==> config.mk <==
export PLATFORM = sky130hd
export DESIGN_NAME = gps_isqrt
export DESIGN_NICKNAME = d
export VERILOG_FILES = /design/src/rtl/core/gps_pkg.sv /design/src/rtl/core/gps_isqrt.sv
export SDC_FILE = /design/constraint.sdc
export NUM_CORES = 2
export LEC_CHECK = 0
export ABC_CLOCK_PERIOD_IN_PS = 3850
export BUFFER_PORTS_ARGS = -buffer_cell sky130_fd_sc_hd__buf_2
export CELL_PAD_IN_SITES_DETAIL_PLACEMENT = 1
export CELL_PAD_IN_SITES_GLOBAL_PLACEMENT = 1
export CORE_UTILIZATION = 30
export DETAILED_ROUTE_END_ITERATION = 10
export PLACE_DENSITY_LB_ADDON = 0.2
export SLEW_MARGIN = 15
export SYNTH_ARGS = -nofsm -noshare
export SYNTH_HDL_FRONTEND = slang
export SYNTH_MEMORY_MAX_BITS = 65536
export SYNTH_SLANG_ARGS = --single-unit
==> constraint.sdc <==
create_clock -name clk -period 3.85 [get_ports clk]
set_clock_uncertainty 0.2 [all_clocks]
set_input_delay 0.1925 -clock clk [delete_from_list [all_inputs] [get_ports clk]]
set_output_delay 0.1925 -clock clk [all_outputs]
set_load 0.02 [all_outputs]
==> src/rtl/core/gps_pkg.sv <==
// Shared constants and types for the polar Gaussian sampler.
package gps_pkg;

    // Steps of the squaring log and of the root pipelines (64-bit radicand).
    localparam int LOG_STAGES = 32;
    localparam int ISQ_STAGES = 32;

    // Quotient bits of the normalization divide (result is at most 1.0 in Q.30).
    localparam int DIV_STAGES = 31;

    // ln(2) as a 32-bit fraction.
    localparam logic [31:0] LN2_Q32 = 32'hB172_17F8;

    // Configuration register indexes.
    typedef enum logic [0:0] {
        REG_MEAN_OFFSET  = 1'b0,
        REG_SCALE_FACTOR = 1'b1
    } cfg_reg_t;

endpackage

==> src/rtl/core/gps_isqrt.sv <==
// Pipelined 64-bit integer square root, one result bit per stage, with sideband.
module gps_isqrt #(
    parameter int SIDE_W = 1
) (
    input  logic              clk,
    input  logic              rst_n,
    input  logic              en,
    input  logic              in_valid,
    input  logic [63:0]       in_value,
    input  logic [SIDE_W-1:0] in_side,
    output logic              out_valid,
    output logic [31:0]       out_root,
    output logic [SIDE_W-1:0] out_side
);

    localparam int N = gps_pkg::ISQ_STAGES;

    logic [N-1:0]        valid_reg;
    logic [63:0]         v_reg    [N];
    logic [63:0]         r_reg    [N];
    logic [SIDE_W-1:0]   side_reg [N];

    logic [63:0]         v_in     [N];
    logic [63:0]         r_in     [N];
    logic [63:0]         v_next   [N];
    logic [63:0]         r_next   [N];

    always_comb
    begin
        for (int k = 0; k < N; k++)
        begin
            logic [63:0] bit_k;
            logic [63:0] trial;
            if (k == 0)
            begin
                v_in[k] = in_value;
                r_in[k] = '0;
            end
            else
            begin
                v_in[k] = v_reg[k-1];
                r_in[k] = r_reg[k-1];
            end
            bit_k = 64'd1 << (62 - 2 * k);
            trial = r_in[k] + bit_k;
            if (v_in[k] >= trial)
            begin
                v_next[k] = v_in[k] - trial;
                r_next[k] = (r_in[k] >> 1) + bit_k;
            end
            else
            begin
                v_next[k] = v_in[k];
                r_next[k] = r_in[k] >> 1;
            end
        end
    end

    always_ff @(posedge clk or negedge rst_n)
    begin
        if (!rst_n)
        begin
            valid_reg <= '0;
        end
        else if (en)
        begin
            valid_reg <= {valid_reg[N-2:0], in_valid};
        end
    end

    always_ff @(posedge clk)
    begin
        if (en)
        begin
            for (int k = 0; k < N; k++)
            begin
                v_reg[k] <= v_next[k];
                r_reg[k] <= r_next[k];
                side_reg[k] <= (k == 0) ? in_side : side_reg[k-1];
            end
        end
    end

    assign out_valid = valid_reg[N-1];
    assign out_root  = r_reg[N-1][31:0];
    assign out_side  = side_reg[N-1];

endmodule

==> flow_metrics.env <==
export IMPL_status="finished with violations"
export IMPL_violations="setup timing"
export IMPL_synth_edf_count=2544
export IMPL_clock_path_buffers=4
export IMPL_ys_seq_elements=2576
export IMPL_required_ps=4310
export IMPL_num_vias=80700
export IMPL_final_nets=11500
export IMPL_dp_cells=15800
export IMPL_grt_pass1_vias=84900
export IMPL_tightest_slew_ps=956
export IMPL_drive_above_1_share_pct=16.1
export IMPL_antenna_found_initial=17
export IMPL_endpoint_kind="register"
export IMPL_largest_reg_flops=1984
export IMPL_num_rows=234
export IMPL_drtPass1Iterations=5
export IMPL_powerDensity_mw_per_mm2=594
export IMPL_syn_area_sq_mm=0.122
export IMPL_final_cell_count_no_fill=16500
export IMPL_fillerInstances=43300
export IMPL_multi_input_area_sq_mm=0.0432
export IMPL_p_switching_mw=26.6
export IMPL_cts_root_buf="clkbuf_16"
export IMPL_final_util_pct=36.6
export IMPL_stdcell_area_sq_mm=0.149
export IMPL_yosysWarnings=0
export IMPL_start_util_pct=30.1
export IMPL_cts_clk_slew_worst_paths_ps=60
export IMPL_route_detailed_drc=0
export IMPL_fmax_mhz=253
export IMPL_grt_pass1_wl_um=535000
export IMPL_grt_max_degree=168
export IMPL_tritoncts="built"
export IMPL_synth_cell_types=87
export IMPL_final_antenna_net_count=0
export IMPL_numCtsBuffers=304
export IMPL_p_comb_share_pct=23.1
export IMPL_p_leak_nw=56.5
export IMPL_drt_iter0_drc=4743
export IMPL_p_seq_share_pct=43.8
export IMPL_clock_sinks=2576
export IMPL_hold_worst_slack_ps=145
export IMPL_yosysSeqAreaShare_pct=63.2
export IMPL_critical_path_arrival_ps=4420
export IMPL_ios=103
export IMPL_hpwl_um=274000
export IMPL_crit_type="reg2reg"
export IMPL_netSwitchingFraction_pct=30.1
export IMPL_dpl_cell_area_sq_mm=0.135
export IMPL_finalSetupTns_ps=-1690
export IMPL_synth_flop_cell="edfxtp_1"
export IMPL_place_ws_ps=-653
export IMPL_place_congestion=0.866
export IMPL_synth_nets=10300
export IMPL_cp_max_fo=6
export IMPL_wl_per_cell_um=21.7
export IMPL_synth_area_per_cell_sq_um=12.7
export IMPL_p_int_mw=61.8
export IMPL_setup_violations=32
export IMPL_p_clk_share_pct=33.1
export IMPL_slew_headroom_pct=36.3
export IMPL_grt_overflow_total=0
export IMPL_finalMaxSlewViolations=0
export IMPL_syn2layout_area_growth_pct=21.6
export IMPL_ir_worst_vdd_mv=0.384
export IMPL_hp_class="in2async"
export IMPL_worst_setup_path_start_kind="register"
export IMPL_grt_use_total_pct=17.0
export IMPL_portBuffers=102
export IMPL_die_h_um=640
export IMPL_core_sq_mm=0.406
export IMPL_wl_um=358000
export IMPL_maxCapViolCount=0
export IMPL_finalCriticalPeriod_ps=3960
export IMPL_async_reset_ff_share_pct=1.24
export IMPL_htreeDepth=5
export IMPL_syn_inst=9642
export IMPL_finalHoldViolCount=0
export IMPL_worstSkewPairLatency_ps=940
export IMPL_seq_area_sq_mm=0.0772
export IMPL_finalPower_mw=88.4
export IMPL_die_x_um=640
export IMPL_finalCritPeriodShare_pct=103
export IMPL_fin_ws_ps=-109
export IMPL_rsz0062_at_grt="true"
export IMPL_die_area_sq_mm=0.410
export IMPL_via_per_inst=4.88
-- cell families after synthesis --
group	after synthesis	synth area share, %
AO/OA/AOI/OAI	1807	9.12
XOR/XNOR	876	6.28
adder cells (fa/ha/maj)	558	5.71
buffers and inverters	871	2.70
flip-flops	2576	63.2
multiplexers	130	1.19
AND/OR/NAND/NOR	2824	11.9
-- synthesized netlist by cell type (89+ instances only) --
cell type  instances  area, sq um
edfxtp_1        2544        76400
inv_1            686         2570
nor2_1           683         2560
a21oi_1          663         3320
nand2_1          587         2200
ha_1             558         6980
xnor2_1          490         4290
xor2_1           386         3380
o21ai_0          382         1910
nor4_1           325         2030
a21o_1           261         1960
nor3_1           260         1300
clkbuf_1         156          586
nand4_1          151          945
nand3_1          149          746
mux2_2           123         1390
nand2b_1         123          769
o21a_1           100          751
or3_1             89          557
-- area by class of cell --
class                           instances  share of cell area (%)
Sequential cell                      2576                    51.9
Multi-Input combinational cell       6195                    29.1
Timing Repair Buffer                 1081                    5.91
Clock buffer                          364                    5.30
Tap cell                             5428                    4.57
Inverter                              690                    1.74
Clock inverter                        187                    1.46
Antenna cell                           12                  0.0202
-- layout by cell type, fill, tap and decap left out, drive strengths merged, types with 42 or more instances in the layout --
cell type    count
buf            941
o21bai          48
nor4b           55
xnor2          490
nor3           260
nand2          587
o21a           100
xor2           386
edfxtp        2544
or4             78
inv            704
nor4           325
nor2b           86
mux2           123
o31ai           44
o21ai          385
nand4          151
a21oi          663
ha             558
and3            43
nand2b         123
clkinv         122
or3             89
o211ai          42
dlygate4sd3    139
nor2           683
a21o           261
clkbuf         365
nand3          149
-- worst max-delay path, cell delays in order (launching register included) --
cell	delay, ps
edfxtp_1	400
ha_2	210
or4_4	510
or4_4	430
or4b_4	500
or3_4	380
or3_4	380
o22ai_4	160
buf_6	200
buf_12	130
buf_16	130
xnor2_2	60
-- what timing repair did --
item	CTS	global route
pin swaps	29	59
hold buffers	140	0
gates cloned	2	2
setup endpoints to repair	309	355
gates resized for setup	105	198
hold endpoints to repair	657	0
setup buffers	23	51
-- path summary, 6_finish.rpt --
kind / start / endpoint / slack [ps] / depth (start not counted)
setup / recovery: v_reg[0][944] / v_reg[0][992] / -110 / 11
hold / removal: rst_n / valid_reg[22] / 140 / 4
setup reg to reg: v_reg[0][944] / v_reg[0][992] / -110 / 11
hold reg to reg: side_reg[10][1] / side_reg[11][0] / 220 / 0
max in group asynchronous: rst_n / valid_reg[14] / 3140 / 4
min in group clk: in_value[40] / r_reg[0][62] / 200 / 5
-- power groups by stage --
stage / clock [mW] / sequential, mW / combinational (mW)
global placement: 0 / 39.3 / 19.2
floorplan: 0 / 37.7 / 12.5
finish: 29.3 / 38.7 / 20.4
CTS: 30.2 / 38.8 / 20.1
global route: 31.1 / 39.1 / 22.4
detailed placement: 0 / 39.3 / 19.6
-- metal layers --
metal | GRT usage, % | vias to the layer above | routed length [um]
met5 | 0 | - | 0
met4 | 5.14 | 0 | 11500
met3 | 1.91 | 523 | 10800
met2 | 30.4 | 1127 | 180000
met1 | 21.4 | 40600 | 156000
li1 | - | 38500 | -
Power figures use the tool's default switching activity.
